==> src/hw/rtl/ptts_pkg.sv <==
// Shared types and constants for the periodic task tick scheduler.
`timescale 1ns / 1ps

package ptts_pkg;

  // Fixed widths of the command word fields and of the fire mask.
  localparam int unsigned FUNC_W   = 3;
  localparam int unsigned SLOT_W   = 3;
  localparam int unsigned PERIOD_W = 16;
  localparam int unsigned DELAY_W  = 16;
  localparam int unsigned MASK_W   = 8;

  // Default configuration of the slot table.
  localparam int unsigned DEF_NUM_TASKS   = 8;
  localparam int unsigned DEF_COUNT_WIDTH = 16;

  typedef enum logic [FUNC_W-1:0] {
    CMD_TICK    = 3'd0,
    CMD_CREATE  = 3'd1,
    CMD_SUSPEND = 3'd2,
    CMD_RESUME  = 3'd3,
    CMD_DELETE  = 3'd4
  } cmd_e;

  typedef enum logic [1:0] {
    ST_IDLE,
    ST_SCAN,
    ST_LAST,
    ST_DONE
  } state_e;

  // Command strobes from the controller to the datapath.
  typedef struct packed {
    logic create;
    logic suspend;
    logic resume;
    logic delete_slot;
    logic tick_start;
    logic rd_en;
    logic upd_en;
  } dp_cmd_t;

endpackage

==> src/hw/rtl/periodic_task_tick_scheduler.sv <==
// Top level of the periodic task tick scheduler: controller plus datapath.
`timescale 1ns / 1ps
//
// Usage: one command word is taken at a rising edge where start is high and
// busy is low. func_i selects tick, create, suspend, resume or delete;
// slot_i names the slot, and period_i and first_delay_i are used by create.
// Create, suspend, resume and delete complete at the accepting edge, so busy
// stays low and a new word may follow in the very next cycle. They give no
// result, nor do unused command codes or a slot beyond the table.
// A tick scans the slot table one slot per cycle: each slot is read from the
// period and countdown memories in one cycle and written back in the next,
// overlapped with the read of the following slot. After the last slot is
// written back, the DONE state raises fire_valid_o with fire_mask_o; busy is
// already low there, so the next word may be taken in that same cycle. A new
// tick is thus taken only once the previous tick's scan is through; the memory
// port and the one slot visit per cycle set this. Reset clears every ready
// flag and marks every stored period and countdown as zero through per-slot
// valid bits; no clearing pass is needed. The receiver of results cannot
// stall: each result word is present for exactly one cycle and must be taken then.

module periodic_task_tick_scheduler #(
  parameter int unsigned NUM_TASKS   = ptts_pkg::DEF_NUM_TASKS,
  parameter int unsigned COUNT_WIDTH = ptts_pkg::DEF_COUNT_WIDTH
) (
  input  logic                          clk_i,
  input  logic                          rst_ni,
  input  logic                          start,
  output logic                          busy,
  input  logic [ptts_pkg::FUNC_W-1:0]   func_i,
  input  logic [ptts_pkg::SLOT_W-1:0]   slot_i,
  input  logic [ptts_pkg::PERIOD_W-1:0] period_i,
  input  logic [ptts_pkg::DELAY_W-1:0]  first_delay_i,
  output logic                          fire_valid_o,
  output logic [ptts_pkg::MASK_W-1:0]   fire_mask_o
);

  localparam int unsigned IDX_W = (NUM_TASKS > 1) ? $clog2(NUM_TASKS) : 1;

  ptts_pkg::dp_cmd_t dp_cmd;
  logic [IDX_W-1:0]  cmd_idx;
  logic [IDX_W-1:0]  rd_idx;
  logic [IDX_W-1:0]  upd_idx;

  // The controller decodes command words and sequences the slot scan.
  ptts_ctrl #(
    .NUM_TASKS (NUM_TASKS)
  ) u_ctrl (
    .clk_i        (clk_i),
    .rst_ni       (rst_ni),
    .start        (start),
    .busy         (busy),
    .func_i       (func_i),
    .slot_i       (slot_i),
    .cmd_o        (dp_cmd),
    .cmd_idx_o    (cmd_idx),
    .rd_idx_o     (rd_idx),
    .upd_idx_o    (upd_idx),
    .fire_valid_o (fire_valid_o)
  );

  // The datapath holds the slot table and builds the fire mask.
  ptts_datapath #(
    .NUM_TASKS   (NUM_TASKS),
    .COUNT_WIDTH (COUNT_WIDTH)
  ) u_datapath (
    .clk_i         (clk_i),
    .rst_ni        (rst_ni),
    .cmd_i         (dp_cmd),
    .cmd_idx_i     (cmd_idx),
    .rd_idx_i      (rd_idx),
    .upd_idx_i     (upd_idx),
    .period_i      (period_i),
    .first_delay_i (first_delay_i),
    .fire_mask_o   (fire_mask_o)
  );

  // Every accepted tick yields its result once its scan is through.
  a_tick_result: assert property (@(posedge clk_i) disable iff (!rst_ni)
    (start && !busy && (func_i == ptts_pkg::CMD_TICK)) |-> ##(NUM_TASKS + 2) fire_valid_o)
    else $error("tick result not delivered on time");

  // The block only becomes busy because a tick was taken.
  a_busy_cause: assert property (@(posedge clk_i) disable iff (!rst_ni)
    $rose(busy) |-> $past(start && (func_i == ptts_pkg::CMD_TICK)))
    else $error("busy raised without a tick");

  // Results never come in adjacent cycles and only while not busy.
  a_result_gap: assert property (@(posedge clk_i) disable iff (!rst_ni)
    fire_valid_o |-> !busy ##1 !fire_valid_o)
    else $error("result strobe malformed");

endmodule

==> src/hw/rtl/ptts_ctrl.sv <==
// Controller state machine: command decode and the slot scan sequencer.
`timescale 1ns / 1ps

module ptts_ctrl #(
  parameter int unsigned NUM_TASKS = ptts_pkg::DEF_NUM_TASKS,
  localparam int unsigned IDX_W = (NUM_TASKS > 1) ? $clog2(NUM_TASKS) : 1
) (
  input  logic                        clk_i,
  input  logic                        rst_ni,
  input  logic                        start,
  output logic                        busy,
  input  logic [ptts_pkg::FUNC_W-1:0] func_i,
  input  logic [ptts_pkg::SLOT_W-1:0] slot_i,
  output ptts_pkg::dp_cmd_t           cmd_o,
  output logic [IDX_W-1:0]            cmd_idx_o,
  output logic [IDX_W-1:0]            rd_idx_o,
  output logic [IDX_W-1:0]            upd_idx_o,
  output logic                        fire_valid_o
);

  localparam logic [IDX_W-1:0] LastIdx = IDX_W'(NUM_TASKS - 1);

  ptts_pkg::state_e state_q, state_d;
  logic [IDX_W-1:0] idx_q, idx_d;
  logic             slot_ok;
  logic             can_take;

  assign slot_ok   = 32'(slot_i) < 32'(NUM_TASKS);
  assign cmd_idx_o = IDX_W'(slot_i);
  assign rd_idx_o  = idx_q;

  always_ff @(posedge clk_i or negedge rst_ni) begin
    if (!rst_ni) begin
      state_q <= ptts_pkg::ST_IDLE;
      idx_q   <= '0;
    end else begin
      state_q <= state_d;
      idx_q   <= idx_d;
    end
  end

  always_comb begin
    state_d      = state_q;
    idx_d        = idx_q;
    cmd_o        = '0;
    upd_idx_o    = idx_q;
    fire_valid_o = 1'b0;
    can_take     = 1'b0;

    case (state_q)
      ptts_pkg::ST_IDLE, ptts_pkg::ST_DONE: begin
        can_take     = 1'b1;
        fire_valid_o = (state_q == ptts_pkg::ST_DONE);
        state_d      = ptts_pkg::ST_IDLE;
      end
      ptts_pkg::ST_SCAN: begin
        cmd_o.rd_en  = 1'b1;
        cmd_o.upd_en = (idx_q != '0);
        upd_idx_o    = idx_q - IDX_W'(1);
        if (idx_q == LastIdx) begin
          state_d = ptts_pkg::ST_LAST;
        end else begin
          idx_d = idx_q + IDX_W'(1);
        end
      end
      ptts_pkg::ST_LAST: begin
        cmd_o.upd_en = 1'b1;
        state_d      = ptts_pkg::ST_DONE;
      end
      default: begin
        state_d = ptts_pkg::ST_IDLE;
      end
    endcase

    if (can_take && start) begin
      case (func_i)
        ptts_pkg::CMD_TICK: begin
          cmd_o.tick_start = 1'b1;
          idx_d            = '0;
          state_d          = ptts_pkg::ST_SCAN;
        end
        ptts_pkg::CMD_CREATE:  cmd_o.create      = slot_ok;
        ptts_pkg::CMD_SUSPEND: cmd_o.suspend     = slot_ok;
        ptts_pkg::CMD_RESUME:  cmd_o.resume      = slot_ok;
        ptts_pkg::CMD_DELETE:  cmd_o.delete_slot = slot_ok;
        default: ;
      endcase
    end
  end

  assign busy = !can_take;

endmodule

==> src/hw/rtl/ptts_datapath.sv <==
// Datapath: slot table storage, countdown update and the fire mask.
`timescale 1ns / 1ps

module ptts_datapath #(
  parameter int unsigned NUM_TASKS   = ptts_pkg::DEF_NUM_TASKS,
  parameter int unsigned COUNT_WIDTH = ptts_pkg::DEF_COUNT_WIDTH,
  localparam int unsigned IDX_W = (NUM_TASKS > 1) ? $clog2(NUM_TASKS) : 1
) (
  input  logic                          clk_i,
  input  logic                          rst_ni,
  input  ptts_pkg::dp_cmd_t             cmd_i,
  input  logic [IDX_W-1:0]              cmd_idx_i,
  input  logic [IDX_W-1:0]              rd_idx_i,
  input  logic [IDX_W-1:0]              upd_idx_i,
  input  logic [ptts_pkg::PERIOD_W-1:0] period_i,
  input  logic [ptts_pkg::DELAY_W-1:0]  first_delay_i,
  output logic [ptts_pkg::MASK_W-1:0]   fire_mask_o
);

  logic [COUNT_WIDTH-1:0] period_mem [NUM_TASKS];
  logic [COUNT_WIDTH-1:0] count_mem  [NUM_TASKS];

  logic [NUM_TASKS-1:0] ready_q, ready_d;
  logic [NUM_TASKS-1:0] per_vld_q, per_vld_d;
  logic [NUM_TASKS-1:0] cnt_vld_q, cnt_vld_d;
  logic [ptts_pkg::MASK_W-1:0] mask_q, mask_d;

  logic [COUNT_WIDTH-1:0] per_rd_q, cnt_rd_q;
  logic [COUNT_WIDTH-1:0] cur_per, cur_cnt, new_cnt;
  logic                   upd_live, upd_fire;

  logic                   cnt_we, per_we;
  logic [IDX_W-1:0]       cnt_wa;
  logic [COUNT_WIDTH-1:0] cnt_wd;

  // Entries never written read as zero through the valid bits.
  assign cur_per  = per_vld_q[upd_idx_i] ? per_rd_q : '0;
  assign cur_cnt  = cnt_vld_q[upd_idx_i] ? cnt_rd_q : '0;
  assign upd_live = cmd_i.upd_en && ready_q[upd_idx_i];
  assign upd_fire = upd_live && (cur_cnt == '0);
  assign new_cnt  = (cur_cnt == '0) ? (cur_per - COUNT_WIDTH'(1))
                                    : (cur_cnt - COUNT_WIDTH'(1));

  always_comb begin
    per_we = cmd_i.create;
    cnt_we = cmd_i.create || upd_live;
    cnt_wa = cmd_i.create ? cmd_idx_i : upd_idx_i;
    cnt_wd = cmd_i.create ? COUNT_WIDTH'(first_delay_i) : new_cnt;
  end

  always_comb begin
    ready_d   = ready_q;
    per_vld_d = per_vld_q;
    cnt_vld_d = cnt_vld_q;
    mask_d    = mask_q;
    if (cmd_i.create) begin
      ready_d[cmd_idx_i]   = 1'b1;
      per_vld_d[cmd_idx_i] = 1'b1;
      cnt_vld_d[cmd_idx_i] = 1'b1;
    end
    if (cmd_i.resume) begin
      ready_d[cmd_idx_i] = 1'b1;
    end
    if (cmd_i.suspend) begin
      ready_d[cmd_idx_i] = 1'b0;
    end
    if (cmd_i.delete_slot) begin
      ready_d[cmd_idx_i]   = 1'b0;
      per_vld_d[cmd_idx_i] = 1'b0;
      cnt_vld_d[cmd_idx_i] = 1'b0;
    end
    if (upd_live) begin
      cnt_vld_d[upd_idx_i] = 1'b1;
    end
    if (cmd_i.tick_start) begin
      mask_d = '0;
    end
    for (int b = 0; b < ptts_pkg::MASK_W; b++) begin
      if (upd_fire && (32'(upd_idx_i) == 32'(b))) begin
        mask_d[b] = 1'b1;
      end
    end
  end

  always_ff @(posedge clk_i or negedge rst_ni) begin
    if (!rst_ni) begin
      ready_q   <= '0;
      per_vld_q <= '0;
      cnt_vld_q <= '0;
      mask_q    <= '0;
    end else begin
      ready_q   <= ready_d;
      per_vld_q <= per_vld_d;
      cnt_vld_q <= cnt_vld_d;
      mask_q    <= mask_d;
    end
  end

  always_ff @(posedge clk_i) begin
    if (per_we) begin
      period_mem[cmd_idx_i] <= COUNT_WIDTH'(period_i);
    end
    if (cnt_we) begin
      count_mem[cnt_wa] <= cnt_wd;
    end
  end

  always_ff @(posedge clk_i) begin
    if (cmd_i.rd_en) begin
      per_rd_q <= period_mem[rd_idx_i];
      cnt_rd_q <= count_mem[rd_idx_i];
    end
  end

  assign fire_mask_o = mask_q;

endmodule

==> config.mk <==
export PLATFORM = sky130hd
export DESIGN_NAME = periodic_task_tick_scheduler
export DESIGN_NICKNAME = d
export VERILOG_FILES = /design/src/hw/rtl/ptts_pkg.sv /design/src/hw/rtl/periodic_task_tick_scheduler.sv /design/src/hw/rtl/ptts_ctrl.sv /design/src/hw/rtl/ptts_datapath.sv
export SDC_FILE = /design/constraint.sdc
export NUM_CORES = 1
export LEC_CHECK = 0
export ABC_AREA = 1
export BUFFER_PORTS_ARGS = -buffer_cell sky130_fd_sc_hd__buf_4
export CORE_MARGIN = 2
export CORE_UTILIZATION = 50
export DETAILED_ROUTE_END_ITERATION = 16
export HOLD_SLACK_MARGIN = 0.12
export PLACE_DENSITY = 0.76
export REMOVE_ABC_BUFFERS = 1
export SYNTH_ARGS = -nofsm -noshare
export SYNTH_HDL_FRONTEND = slang
export SYNTH_SLANG_ARGS = --single-unit
==> constraint.sdc <==
create_clock -name clk_i -period 5.6 [get_ports clk_i]
set_clock_uncertainty 0.15 [all_clocks]
set_input_delay 1.12 -clock clk_i [delete_from_list [all_inputs] [get_ports clk_i]]
set_output_delay 1.12 -clock clk_i [all_outputs]
set_load 0.005 [all_outputs]
# Word level (Yosys, flattened, before mapping)
# Memory sizes are Yosys's and may differ from the RTL's. A register that Yosys moved wholly into a read port is not among the register bits.
# Cells that the tools add are included.
[totals] in_bits=41 mem_bits_rw=256 output_inout_bits=10 mem_count=2 regBits=37
[classes] eq_ne=15 n_addsub=4 n_lt_le_gt_ge=4 n_mux=56 bitwise=10 n_reduce_logical=29
[memory_table] name="u_datapath.count_mem" words=8 word_bits=16 rd=1 rd_clocked_by_memory_dff=1 write_ports=1 line="ptts_datapath.sv:21" rtl="logic [COUNT_WIDTH-1:0] count_mem [NUM_TASKS];"
[memory_table] name="u_datapath.period_mem" words=8 word_bits=16 rd=1 rd_clocked_by_memory_dff=1 write_ports=1 line="ptts_datapath.sv:20" rtl="logic [COUNT_WIDTH-1:0] period_mem [NUM_TASKS];"
[op_table] op="$mux W8" n=10
[op_table] op="$mux W16" n=4
[op_table] op="$or A8 B8 Y8" n=5
[op_table] op="$and A8 B8 Y8" n=4
[op_table] op="$sub A16 B1 Y16 const B" n=2
[op_table] op="$mux W1" n=25
[op_table] op="$eq A3 B3 Y1 const B" n=6
[op_table] op="$mux W3" n=6
[op_table] op="$logic_not A16 Y1" n=1
[op_table] op="$reduce_bool A2 Y1" n=8
[op_table] op="$logic_and A1 B1 Y1" n=13
[op_table] op="$eq A3 B2 Y1 const B" n=4
[op_table] op="$bmux W1 S3" n=3
[op_table] op="$lt A3 B4 Y1 const B" n=2
[op_table] op="$not A8 Y8" n=1
[op_table] op="$demux W1 S3" n=2
[op_table] op="$eq A3 B1 Y1 const B" n=2
[op_table] op="$ge A3 B1 Y1 const B" n=2
[op_table] op="$logic_not A3 Y1" n=2
[op_table] op="$mux W2" n=3
[op_table] op="$pmux W2 S3" n=1
[op_table] op="$mux W5" n=1
[op_table] op="$eq A2 B2 Y1 const B" n=2
[op_table] op="$add A3 B1 Y3 const B" n=1
[op_table] op="8 further kinds" n=8

# Longest topological paths before layout
# Gate-level depths: netlist of run 1.
[depth] depth_word=12 depth_mapped=26 ltp_nobuf=25

# Hierarchy
# Synthesis of run 1 repeated with hierarchy kept, for this count alone.
[unflattened] hier_cells=1290 hier_area_um2=14079.8
[modules_own_cells] mod="ptts_datapath" cells_per_inst=1225 area_each_um2=13610.6 instances=1 seq_area_each_um2=9449.1
[modules_own_cells] mod="ptts_ctrl" cells_per_inst=65 area_each_um2=469.2 instances=1 seq_area_each_um2=125.1

# Worst setup path before layout of run 1
# OpenSTA, ideal clock, no wires.
[synth_timing] path_kind="register -> register" from="reg u_ctrl.state_q[1]" to="mem u_datapath.count_mem[0][6] (netlist bit) (data pin)" arrival_ns=3.660 path_stages_with_launch=21 path_slack_ns=1.566 path_cell_list="dfrtp_1 -> inv_1 -> ha_1 -> inv_2 -> o21ai_4 -> nand2_1 -> or2_1 -> nand4_1 -> nand2_1 -> nand2_2 -> inv_2 -> nand2_1 -> nand3_1 -> nand2_1 -> ha_1 -> inv_1 -> nor2_1 -> nand2_1 -> nor2_2 -> a21oi_1 -> a21oi_1"
[synth_via] elab_chain_cells=8 elab_cells_between_ends=19 classes_between="2 x add/sub; 2 x eq/ne; 11 x mux; 4 x reduce/logical"
[synth_lines] element="start, declared" line="ptts_ctrl.sv:23" rtl="ptts_pkg::state_e state_q, state_d;"
[synth_lines] element="start signal, assigned" line="ptts_ctrl.sv:34" rtl="state_q <= ptts_pkg::ST_IDLE;"
[synth_lines] element="start signal, assigned" line="ptts_ctrl.sv:37" rtl="state_q <= state_d;"
[synth_lines] element="$eq A2 B1 Y1" line="ptts_ctrl.sv:50" rtl="case (state_q)"
[synth_lines] element="$mux W3" line="ptts_ctrl.sv:50"
[synth_lines] element="$bmux W1 S3 (on tied branches)" line="ptts_datapath.sv:38, ptts_datapath.sv:37"
[synth_lines] element="$mux W1 (on tied branches)" line="ptts_datapath.sv:38, ptts_datapath.sv:37"
[synth_lines] element="$mux W16 (on tied branches)" line="ptts_datapath.sv:38, ptts_datapath.sv:37"
[synth_lines] element="$sub A16 B1 Y16, or another cell as far along" line="ptts_datapath.sv:42" rtl=": (cur_cnt - COUNT_WIDTH'(1));"
[synth_lines] element="$mux W16" line="ptts_datapath.sv:41" rtl="assign new_cnt = (cur_cnt == '0) ? (cur_per - COUNT_WIDTH'(1))"
[synth_lines] element="$mux W16 (*)" line="ptts_datapath.sv:48" rtl="cnt_wd = cmd_i.create ? COUNT_WIDTH'(first_delay_i) : new_cnt;"
[synth_lines] element="via u_datapath.cnt_wd[6]" line="ptts_datapath.sv:34" rtl="logic [COUNT_WIDTH-1:0] cnt_wd;"
[synth_lines] element="end, declared" line="ptts_datapath.sv:21"
# Mark *: on every way through the listed nets, which the timed path passes. The rest lies on a longest branch. The select of a mux whose other input is x is not followed.

# Worst setup path after layout of run 1
[layout_timing] from="reg u_ctrl.idx_q[0], in the netlist u_ctrl.rd_idx_o[0]" to="mem u_datapath.count_mem[5][4] (netlist bit) (data pin)"
[layout_via] elab_chain_cells=8 elab_cells_between_ends=13 classes_between="3 x add/sub; 9 x mux; 1 x reduce/logical"
[layout_lines] element="start, declared" line="ptts_ctrl.sv:24" rtl="logic [IDX_W-1:0] idx_q, idx_d;"
[layout_lines] element="start signal, assigned" line="ptts_ctrl.sv:38" rtl="idx_q <= idx_d;"
[layout_lines] element="$sub A3 B1 Y3" line="ptts_ctrl.sv:59" rtl="upd_idx_o = idx_q - IDX_W'(1);"
[layout_lines] element="$mux W3 (*)" line="ptts_ctrl.sv:50"
[layout_lines] element="$bmux W1 S3 (on tied branches)" line="ptts_datapath.sv:38, ptts_datapath.sv:37"
[layout_lines] element="$mux W1 (on tied branches)" line="ptts_datapath.sv:38, ptts_datapath.sv:37"
[layout_lines] element="$mux W16 (on tied branches)" line="ptts_datapath.sv:38, ptts_datapath.sv:37"
[layout_lines] element="$sub A16 B1 Y16, or another cell as far along" line="ptts_datapath.sv:42"
[layout_lines] element="$mux W16 (*)" line="ptts_datapath.sv:41"
[layout_lines] element="$mux W16 (*)" line="ptts_datapath.sv:48"
[layout_lines] element="via u_datapath.cnt_wd[4]" line="ptts_datapath.sv:34"
# Marked as above.

==> results of run 1 <==
==> through the flow <==
| step | setup WS [ns] | cells | hold WS, ns | setup TNS [ns] |
|---|---|---|---|---|
| floorplan | -1.75 | 1213 | 0.320 | -361.40 |
| global placement | 1.14 | 1665 | 0.334 | 0 |
| detailed placement | 0.996 | 1665 | 0.326 | 0 |
| CTS | 0.950 | 1726 | 0.351 | 0 |
| global route | 0.438 | 1726 | 0.365 | 0 |
| finish | 0.901 | 1726 | 0.349 | 0 |
==> metal layers <==
layer / track usage [%] / routed length [um] / up-vias
met4: 7.33 / 793 / 0
met1: 31.0 / 13800 / 4594
met5: 0 / 0 / -
met2: 35.6 / 15000 / 389
met3: 3.54 / 2320 / 71
li1: - / - / 4586
==> registers in the layout, indices dropped and copies added, names as in the netlist <==
register	flops
u_ctrl.state_q	2
u_ctrl.rd_idx_o	3
u_datapath.fire_mask_o	8
u_datapath.count_mem	128
u_datapath.cnt_rd_q	16
u_datapath.cnt_vld_q	8
u_datapath.per_vld_q	8
u_datapath.ready_q	8
u_datapath.period_mem	128
u_datapath.per_rd_q	16
==> layout by cell type, fill, tap and decap left out, types with 10 or more instances in the layout <==
cell type | netlist | layout
dfrtp_1 | 37 | 35
clkinv_2 | 0 | 10
o21ai_0 | 143 | 143
nor2_2 | 7 | 13
buf_4 | 2 | 74
nor2_1 | 308 | 302
nand3_1 | 38 | 38
a21oi_1 | 17 | 17
a31oi_1 | 38 | 38
nand2_2 | 12 | 12
o22ai_1 | 52 | 52
nand2_1 | 144 | 144
clkbuf_16 | 0 | 35
edfxtp_1 | 288 | 288
inv_1 | 67 | 66
==> how the worst min path moves through the flow <==
stage                                                      from  slack, ns                               endpoint  cells past startpoint
final                     u_datapath.fire_mask_o[6]$_DFFE_PN0P_       0.35  u_datapath.fire_mask_o[6]$_DFFE_PN0P_                      2
after detailed placement  u_datapath.fire_mask_o[3]$_DFFE_PN0P_       0.33  u_datapath.fire_mask_o[3]$_DFFE_PN0P_                      2
after global routing      u_datapath.fire_mask_o[3]$_DFFE_PN0P_       0.37  u_datapath.fire_mask_o[3]$_DFFE_PN0P_                      2
after floorplan           u_datapath.fire_mask_o[2]$_DFFE_PN0P_       0.32  u_datapath.fire_mask_o[2]$_DFFE_PN0P_                      2
after CTS                 u_datapath.fire_mask_o[6]$_DFFE_PN0P_       0.35  u_datapath.fire_mask_o[6]$_DFFE_PN0P_                      2
after global placement          u_datapath.ready_q[6]$_DFF_PN0_       0.33        u_datapath.ready_q[6]$_DFF_PN0_                      2
==> power groups by stage <==
stage | registers (mW) | clock network, mW | logic, mW
2_1_floorplan | 3.01 | 0 | 1.03
3_3_place_gp | 2.95 | 0 | 1.58
3_5_place_dp | 2.95 | 0 | 1.62
4_1_cts | 2.90 | 2.32 | 1.63
5_1_grt | 2.91 | 2.42 | 1.84
6_report | 2.91 | 2.30 | 1.64
==> cell type report <==
type                       instances  share of cell area, %
sequential                       325                   60.2
multi-input combinational        814                   24.4
clock buffer                      37                   5.55
timing repair buffer              74                   3.49
tap                              378                   2.97
inverter                          74                   1.75
clock inverter                    24                   1.64
==> kinds of logic (layout without fill, tap and decap cells) <==
| family | after synthesis | in the layout | synth area share (%) |
|---|---|---|---|
| flops | 325 | 325 | 68.5 |
| compound gates | 275 | 275 | 11.2 |
| fa+ha+maj | 8 | 8 | 0.716 |
| xor+xnor | 2 | 2 | 0.125 |
| buf+inv | 140 | 209 | 3.96 |
| simple gates | 529 | 529 | 15.5 |
==> worst reg2reg max path, cell delays in order (launching register included) <==
cell and delay [ns]:
dfrtp_4 0.48, clkinv_2 0.07, buf_4 0.50, nand2_1 0.21, nand2_2 0.15, nand2_1 0.06, nand2_1 0.07, nand2_1 0.05
nand3_1 0.08, nand2_2 0.25, o21ai_0 0.18, nand2_1 0.11, nor2_4 0.40, nand2_2 0.27, nand2_1 0.15, nand2_1 0.15
ha_1 0.25, inv_1 0.07, nor2_1 0.05, nand2_1 0.10, nand2_1 0.06, a31oi_1 0.52
==> flow_summary.yaml, run 1 <==
outcome:
  status: "complete, no violations"
worst_setup_path:
  endpoint_kind: "flop"
  rrSetupSlack_ns: 0.90
  r2r-end: "u_datapath.count_mem[5][4]$_DFFE_PP_"
  cpPeakStageDelay_ns: 0.52
  critPathLaunch: "u_ctrl.rd_idx_o[0]$_DFF_PN0_"
  r2r-start: "u_ctrl.rd_idx_o[0]$_DFF_PN0_"
  cpMaxStageDelayCell: "a31oi_1"
  crit_chain: "clkinv_2 > buf_4 > nand2_1 > nand2_2 > nand2_1 > nand2_1 > nand2_1 > nand3_1 > nand2_2 > o21ai_0 > nand2_1 > nor2_4 > nand2_2 > nand2_1 > nand2_1 > ha_1 > inv_1 > nor2_1 > nand2_1 > nand2_1 > a31oi_1"
  critPathKind: "flop to flop"
  cp_common_cell: "nand2_1"
  ff2ff_path_depth: 21
  cp.arrival_ns: 4.75
  crit_end: "u_datapath.count_mem[5][4]$_DFFE_PP_"
  crit_fanout: 67
  critPathBufInv: 3
  cp.required_ns: 5.65
  critPathLaunchType: "flop"
  crit_family: "simple AND/OR/NAND/NOR gates"
  path_depth: 21
sta:
  slew_violations: 0
  slew_headroom_pct: 14.5
  clock.fmax_mhz: 213
  finalSetupViolations: 0
  fin_crit_ns: 4.70
  hold_viol: 0
  rsz0062_at_grt: "no"
  finalCritPeriodShare_pct: 83.9
  tightest_slew_ns: 1.28
yosys:
  synth_area_leaders: "edfxtp_1, nor2_1, dfrtp_1"
  synthCells: 1279
  seq_area_frac_synth_pct: 68.5
  ys_dominant_reg_cell: "edfxtp_1"
  synth_cell_type_count: 36
  syn_area_mm2: 0.0140
  post-synth-top-area-cell: "edfxtp_1"
  synth_top_cell_area_share_pct: 61.9
  avgSynthCellArea_um2: 10.9
  synthArstFlopShare_pct: 11.4
  ys_ff_latch: 325
  yosysWarnings: 0
  yosys-top-cells-count: "nor2_1, edfxtp_1, nand2_1"
  synth_most_common_cell: "nor2_1"
  synth_edf_count: 288
clocking:
  cts_sinks: 325
  clock_path_buffers: 3
  cts-resized-gates: 0
  hold_buffers: 0
  clk_pin_slew_ns: 0.06
  cts_setup_buffers: 0
  h-tree-depth: 2
  cts_buffers: 34
  cts_tree: "yes"
  clk_latency_ns: 0.51
  root_buffer: "clkbuf_16"
power:
  p_int_mw: 4.71
  powerDensity_mw_per_mm2: 430
  power_leakage_nw: 5.81
  switching_power_mw: 2.14
  ir_drop_uv: 263
  pwr-share-seq_pct: 42.4
  fin_total_pwr_mw: 6.85
  p_clk_share_pct: 33.6
  power.share.combinational_pct: 24.0
  netSwitchingFraction_pct: 31.2
global_routing:
  gr-total-overflow: 0
  grt_max_degree: 74
  antenna_found_initial: 0
  grt_pass1_wl_um: 49500
  grt_usage_pct: 22.1
  grt_pass1_vias: 9266
floorplan:
  start_util_pct: 50.6
  die-area_mm2: 0.0293
  num_rows: 61
  ioPinCount: 51
  dieWidth_um: 171
  coreArea_mm2: 0.0276
  die_h_um: 171
route:
  first_pass_iters: 6
  wl_per_cell_um: 18.5
  drt-initial-drc-count: 981
  vias: 9640
  finalWirelength_um: 31900
  vias_per_cell: 5.59
  drtAntennaViolNets: 0
  drcViolationCount: 0
placement:
  hpwlAfterDp_um: 19000
  portBuffers: 50
  gp_congestion: 0.926
  place_area_mm2: 0.0148
final_layout:
  final_area_mm2: 0.0159
  fin_nets: 1372
  fillers: 2243
  utilization_pct: 57.6
  antenna_cells: 0
  seqCellArea_mm2: 0.00958
  multi_input_area_mm2: 0.00388
  drive_gt1_share_pct: 13.1
  area_delta_synth_final_pct: 13.8
min_path:
  hold_path.class: "flop to flop"
run:
  cap_viol_max_count: 0
(Power assumes the default switching activity.)
==> run 2: changes to the inputs <==
--- a/config.mk
+++ b/config.mk
@@ -11,7 +11,7 @@
 export CORE_UTILIZATION = 50
 export DETAILED_ROUTE_END_ITERATION = 16
 export HOLD_SLACK_MARGIN = 0.12
-export PLACE_DENSITY = 0.76
+export PLACE_DENSITY = 0.78
 export REMOVE_ABC_BUFFERS = 1
 export SYNTH_ARGS = -nofsm -noshare
 export SYNTH_HDL_FRONTEND = slang
==> constraint.sdc (replaced) <==
create_clock -name clk_i -period 3.85 [get_ports clk_i]
set_clock_uncertainty 0.15 [all_clocks]
set_input_delay 0.77 -clock clk_i [delete_from_list [all_inputs] [get_ports clk_i]]
set_output_delay 0.77 -clock clk_i [all_outputs]
set_load 0.005 [all_outputs]
==> run 2 against run 1 <==
  * Sequential share of layout area down 0.84 points
  * Highest routed layer unchanged
  * Worst hold slack got worse by 0.020 ns
  * Critical path type unchanged
  * Combinational power rose by 57%
  * Critical endpoint is now u_datapath.count_mem[4][3]$_DFFE_PP_
==> flow_summary.yaml, run 2 (synthesis gave the netlist of run 1 again) <==
sta:
  finalSetupViolations: 0
  finalCritPeriodShare_pct: 94.7
  slew_violations: 0
  clock.fmax_mhz: 274
  finalSetupTns_ns: 0
  slew_headroom_pct: 45.0
  fin_crit_ns: 3.64
  holdWs_ns: 0.329
  tightest_slew_ns: 0.825
  hold_viol: 0
route:
  vias: 10100
  wl_per_cell_um: 19.1
  vias_per_cell: 5.75
  finalWirelength_um: 33700
  drtAntennaViolNets: 0
  drcViolationCount: 0
  drt-initial-drc-count: 1292
  first_pass_iters: 7
final_layout:
  final_cells: 1759
  final_area_mm2: 0.0161
  top_regs: "u_datapath.count_mem x128, u_datapath.period_mem x128"
  area_delta_synth_final_pct: 15.4
  fin_nets: 1406
  final_common_cell: "nor2_1"
  drive_gt1_share_pct: 15.6
  final_cell_mix: "nor2_1, edfxtp_1, o21ai_0, nand2_1, buf_4"
  antenna_cells: 0
power:
  fin_total_pwr_mw: 9.88
  power.share.combinational_pct: 26.1
  p_clk_share_pct: 31.1
  switching_power_mw: 3.19
  pwr-share-seq_pct: 42.8
  powerDensity_mw_per_mm2: 612
  netSwitchingFraction_pct: 32.3
  ir_drop_uv: 408
  power_leakage_nw: 5.93
  p_int_mw: 6.69
worst_setup_path:
  endpoint_kind: "flop"
  ff2ff_path_depth: 17
  cp.arrival_ns: 3.73
  critPathKind: "flop to flop"
  rrSetupSlack_ns: 0.21
  crit_fanout: 19
  cp.required_ns: 3.94
  critPathLaunchType: "flop"
  cpPeakStageDelay_ns: 0.44
  r2r-end: "u_datapath.count_mem[4][3]$_DFFE_PP_"
  cpMaxStageDelayCell: "o21ai_1"
  crit_chain: "clkinv_2 > ha_1 > nand2_1 > xor2_1 > inv_1 > nand3_2 > nand2_4 > buf_4 > o21ai_2 > nand2_2 > nor2_4 > buf_4 > nand3_1 > nand2_2 > nand3_4 > xor2_1 > o21ai_1"
  r2r-start: "u_ctrl.rd_idx_o[0]$_DFF_PN0_"
floorplan:
  dieWidth_um: 171
  die-area_mm2: 0.0293
  start_util_pct: 50.6
  num_rows: 61
  die_h_um: 171
  ioPinCount: 51
  coreArea_mm2: 0.0276
clocking:
  clk_latency_ns: 0.52
  clock_path_buffers: 3
  clk_pin_slew_ns: 0.06
  root_buffer: "clkbuf_16"
  h-tree-depth: 2
  cts_buffers: 34
  cts_tree: "yes"
  cts_sinks: 325
run:
  cap_viol_max_count: 0
placement:
  gp_congestion: 0.927
  place_area_mm2: 0.0150
  hpwlAfterDp_um: 20000
  dpl.cell_count: 1692
  portBuffers: 50
global_routing:
  grt_pass1_vias: 9663
  grt_pass1_wl_um: 51500
  antenna_found_initial: 0
  gr-total-overflow: 0
  grt_max_degree: 74
  grt_usage_pct: 23.0
min_path:
  worstHoldPathCells: 1
  min_to: "u_datapath.period_mem[6][13]$_DFFE_PP_"
  hold_path.class: "input port to flop"
  holdCritStartpoint: "period_i[13]"
outcome:
  status: "complete, no violations"
[run 2: cell count changes in the layout (fill, tap and decap cells not counted), sizes merged]
cell / previous run / this run
bufinv: 5 / 1
buf: 74 / 104
clkinvlp: 0 / 3
clkinv: 16 / 14
o21ai: 151 / 152
nand2: 156 / 158
clkbuf: 37 / 41
dlygate4sd3: 0 / 1
inv: 77 / 75
[run 2: timing repair]
action | in CTS | in global routing
resized for setup | 0 | 14
hold buffers | 1 | 0
endpoints found under the setup margin | 0 | 112
setup buffers | 0 | 3
endpoints found under the hold margin | 37 | 0
[run 2: final cells by class]
class / count / area (um^2)
clock inverters: 19 / 145
fillers: 2211 / 11500
inverters: 74 / 279
multi-input cells: 817 / 3960
flip-flops and latches: 325 / 9580
well taps: 378 / 473
repair buffers: 105 / 803
clock buffers: 41 / 898
[run 2: how the worst max path moves through the flow]
stage / cells past startpoint / slack (ns) / to / start
floorplan: 19 / -3.50 / u_datapath.count_mem[0][6]$_DFFE_PP_ / u_ctrl.rd_idx_o[0]$_DFF_PN0_
global placement: 20 / 0.23 / u_datapath.count_mem[7][6]$_DFFE_PP_ / u_ctrl.rd_idx_o[0]$_DFF_PN0_
detailed placement: 20 / 0.10 / u_datapath.count_mem[5][6]$_DFFE_PP_ / u_ctrl.rd_idx_o[0]$_DFF_PN0_
CTS: 20 / 0.07 / u_datapath.count_mem[5][6]$_DFFE_PP_ / u_ctrl.rd_idx_o[0]$_DFF_PN0_
global route: 24 / -0.03 / u_datapath.count_mem[5][14]$_DFFE_PP_ / u_ctrl.state_q[1]$_DFF_PN0_
finish: 17 / 0.21 / u_datapath.count_mem[4][3]$_DFFE_PP_ / u_ctrl.rd_idx_o[0]$_DFF_PN0_
[run 2: through the flow]
step,worst slack [ns],utilization (%)
after floorplan,-3.50,-
after global placement,0.227,54.2
after detailed placement,0.104,54.2
after CTS,0.0686,58.0
after global routing,-0.0286,58.4
final,0.205,58.4
[run 2: worst max-delay path: cells and delay by family, from the launching register on]
family	cells	cell delay, ns
and+or+nand+nor	8	0.91
xor gates and xnor gates	2	0.51
AOI/OAI and AO/OA	2	0.50
buffers and inverters	4	0.62
DFF	1	0.43
adders and majority gates	1	0.23
[run 2: per-layer routing]
| layer | track usage (%) | vias up | share of wire (%) |
|---|---|---|---|
| met5 | 0 | - | 0 |
| met4 | 8.07 | 0 | 3.0 |
| met3 | 3.73 | 84 | 7.6 |
| met2 | 38.6 | 468 | 49 |
| met1 | 30.7 | 4920 | 41 |
| li1 | - | 4651 | - |
[run 2: power by group through the flow]
stage	logic, mW	registers, mW	clock network (mW)
floorplan	1.50	4.38	0
global placement	2.36	4.29	0
detailed placement	2.44	4.30	0
global route	2.86	4.24	3.25
finish	2.58	4.23	3.07
CTS	2.47	4.23	3.11
==> run 3: changes to the inputs <==
--- a/config.mk
+++ b/config.mk
@@ -10,8 +10,9 @@
 export CORE_MARGIN = 2
 export CORE_UTILIZATION = 50
 export DETAILED_ROUTE_END_ITERATION = 16
+export GPL_ROUTABILITY_DRIVEN = 0
 export HOLD_SLACK_MARGIN = 0.12
-export PLACE_DENSITY = 0.78
+export PLACE_DENSITY = 0.66
 export REMOVE_ABC_BUFFERS = 1
 export SYNTH_ARGS = -nofsm -noshare
 export SYNTH_HDL_FRONTEND = slang
==> run 3 against run 2 <==
  * Routed wire length is 3.8% lower
  * Cell area is 0.16% higher
  * Critical path depth is 3 higher
  * Fmax is 1.2% higher
  * Clock power hardly changed
  * Critical path type unchanged
  * Largest power group unchanged
==> flow_summary.yaml, run 3 (synthesis gave the netlist of run 1 again) <==
outcome:
  status: "complete, no violations"
route:
  first_pass_iters: 7
  drtAntennaViolNets: 0
  drt-initial-drc-count: 810
  wl_met2_um: 15400
  drt-met1-wl_um: 14300
  vias: 9606
  topRoutingLayerUsed: "met4"
  finalWirelength_um: 32400
  wl_per_cell_um: 18.5
  drcViolationCount: 0
  wl_met3_um: 1990
  vias_per_cell: 5.48
clocking:
  clk_pin_slew_ns: 0.07
  cts_buffers: 31
  root_buffer: "clkbuf_16"
  cts_sinks: 325
  h-tree-depth: 1
  clock_path_buffers: 3
  cts_tree: "yes"
  clk_latency_ns: 0.57
floorplan:
  start_util_pct: 50.6
  dieWidth_um: 171
  die_h_um: 171
  coreArea_mm2: 0.0276
  die-area_mm2: 0.0293
  ioPinCount: 51
  num_rows: 61
final_layout:
  final_cells: 1754
  fin_nets: 1400
  final_common_cell: "nor2_1"
  drive_gt1_share_pct: 16.0
  fillers: 2284
  antenna_cells: 0
  final_cell_mix: "nor2_1, edfxtp_1, o21ai_0, nand2_1, buf_4"
  top_regs: "u_datapath.count_mem x128, u_datapath.period_mem x128"
  area_delta_synth_final_pct: 15.6
power:
  p_int_mw: 6.77
  switching_power_mw: 3.11
  power.share.combinational_pct: 25.8
  netSwitchingFraction_pct: 31.5
  fin_total_pwr_mw: 9.88
  pwr-share-seq_pct: 42.8
  power_leakage_nw: 5.93
  ir_drop_uv: 364
  p_clk_share_pct: 31.4
  powerDensity_mw_per_mm2: 611
worst_setup_path:
  cp.arrival_ns: 3.80
  rrSetupSlack_ns: 0.25
  cpMaxStageDelayCell: "dfrtp_4"
  ff2ff_path_depth: 20
  crit_fanout: 8
  crit_chain: "clkinv_2 > ha_1 > nand2_1 > xor2_2 > inv_1 > nand3_2 > nand2_4 > clkbuf_4 > o21ai_2 > nand2_2 > nor2_4 > nand3_1 > nand2_1 > ha_1 > inv_1 > nor2_1 > nand2_1 > nor2_2 > a21oi_1 > a21oi_2"
  critPathKind: "flop to flop"
  cp.required_ns: 4.05
  r2r-start: "u_ctrl.rd_idx_o[0]$_DFF_PN0_"
  critPathLaunch: "u_ctrl.rd_idx_o[0]$_DFF_PN0_"
  critPathLaunchType: "flop"
  crit_end: "u_datapath.count_mem[6][6]$_DFFE_PP_"
  endpoint_kind: "flop"
  r2r-end: "u_datapath.count_mem[6][6]$_DFFE_PP_"
  cpPeakStageDelay_ns: 0.44
  cp_common_cell: "nand2_1"
global_routing:
  gr-total-overflow: 0
  grt_usage_pct: 22.1
  grt_pass1_wl_um: 49400
  antenna_found_initial: 0
  grt_max_degree: 67
  grt_pass1_vias: 9068
run:
  cap_viol_max_count: 0
min_path:
  hold_path.class: "input port to flop"
sta:
  finalSetupViolations: 0
  slew_violations: 0
  tightest_slew_ns: 0.832
  finalCritPeriodShare_pct: 93.5
  clock.fmax_mhz: 278
  slew_headroom_pct: 44.5
  finalSetupTns_ns: 0
  hold_viol: 0
  fin_crit_ns: 3.60
placement:
  hpwlAfterDp_um: 19300
  dpl.cell_count: 1689
  portBuffers: 50
## run 3: routing by layer
metal	global-route usage, %	vias up
met5	0	-
met4	5.78	0
li1	-	4637
met3	2.85	50
met2	36.4	305
met1	31.3	4614
## run 3: power by group through the flow
stage	clock network (mW)	registers (mW)	logic [mW]
after floorplan	0	4.38	1.50
after global placement	0	4.30	2.40
after detailed placement	0	4.30	2.43
after CTS	3.14	4.23	2.45
after global routing	3.26	4.24	2.85
final	3.10	4.23	2.55
## run 3: worst min-delay path by stage
stage	depth (start not counted)	slack, ns	from	to
floorplan	0	0.32	rst_ni	u_ctrl.rd_idx_o[0]$_DFF_PN0_
global placement	2	0.33	u_datapath.fire_mask_o[6]$_DFFE_PN0P_	u_datapath.fire_mask_o[6]$_DFFE_PN0P_
detailed placement	2	0.32	u_datapath.fire_mask_o[7]$_DFFE_PN0P_	u_datapath.fire_mask_o[7]$_DFFE_PN0P_
CTS	1	0.26	period_i[7]	u_datapath.period_mem[7][7]$_DFFE_PP_
global route	1	0.27	period_i[7]	u_datapath.period_mem[7][7]$_DFFE_PP_
finish	1	0.28	period_i[7]	u_datapath.period_mem[7][7]$_DFFE_PP_
## run 3: layout make-up
cell class / count / area, um^2 / area share (%)
Clock buffer: 33 / 783 / 4.85
Clock inverter: 25 / 265 / 1.64
Inverter: 74 / 279 / 1.73
Multi-Input combinational cell: 815 / 3990 / 24.7
Sequential cell: 325 / 9580 / 59.3
Tap cell: 378 / 473 / 2.93
Timing Repair Buffer: 104 / 787 / 4.87
## run 3: timing repair
| action | 4_1_cts | 5_1_grt |
|---|---|---|
| gates resized for setup | 1 | 22 |
| hold buffers | 1 | 0 |
| endpoints found under the hold margin | 37 | 0 |
| endpoints found under the setup margin | 8 | 104 |
| pin swaps | 0 | 5 |
| setup buffers | 0 | 5 |
| gates cloned | 0 | 1 |
## run 3: per-stage QoR
stage	util [%]	cell area (um^2)	hold WS (ns)	setup WS, ns
3_5_place_dp	54.1	15000	0.318	0.00404
4_1_cts	58.0	16000	0.258	0.0973
6_report	58.5	16200	0.283	0.249
5_1_grt	58.5	16200	0.272	-0.000601
2_1_floorplan	-	13700	0.320	-3.50
3_3_place_gp	54.1	15000	0.326	0.167
## run 3: critical path, delay by kind of cell, from the launching register on
kind / cells / cell delay, ns
AOI/OAI and AO/OA: 3 / 0.48
xor gates and xnor gates: 1 / 0.23
adders and majority gates: 2 / 0.40
buffers and inverters: 4 / 0.48
DFF: 1 / 0.44
and+or+nand+nor: 10 / 1.20
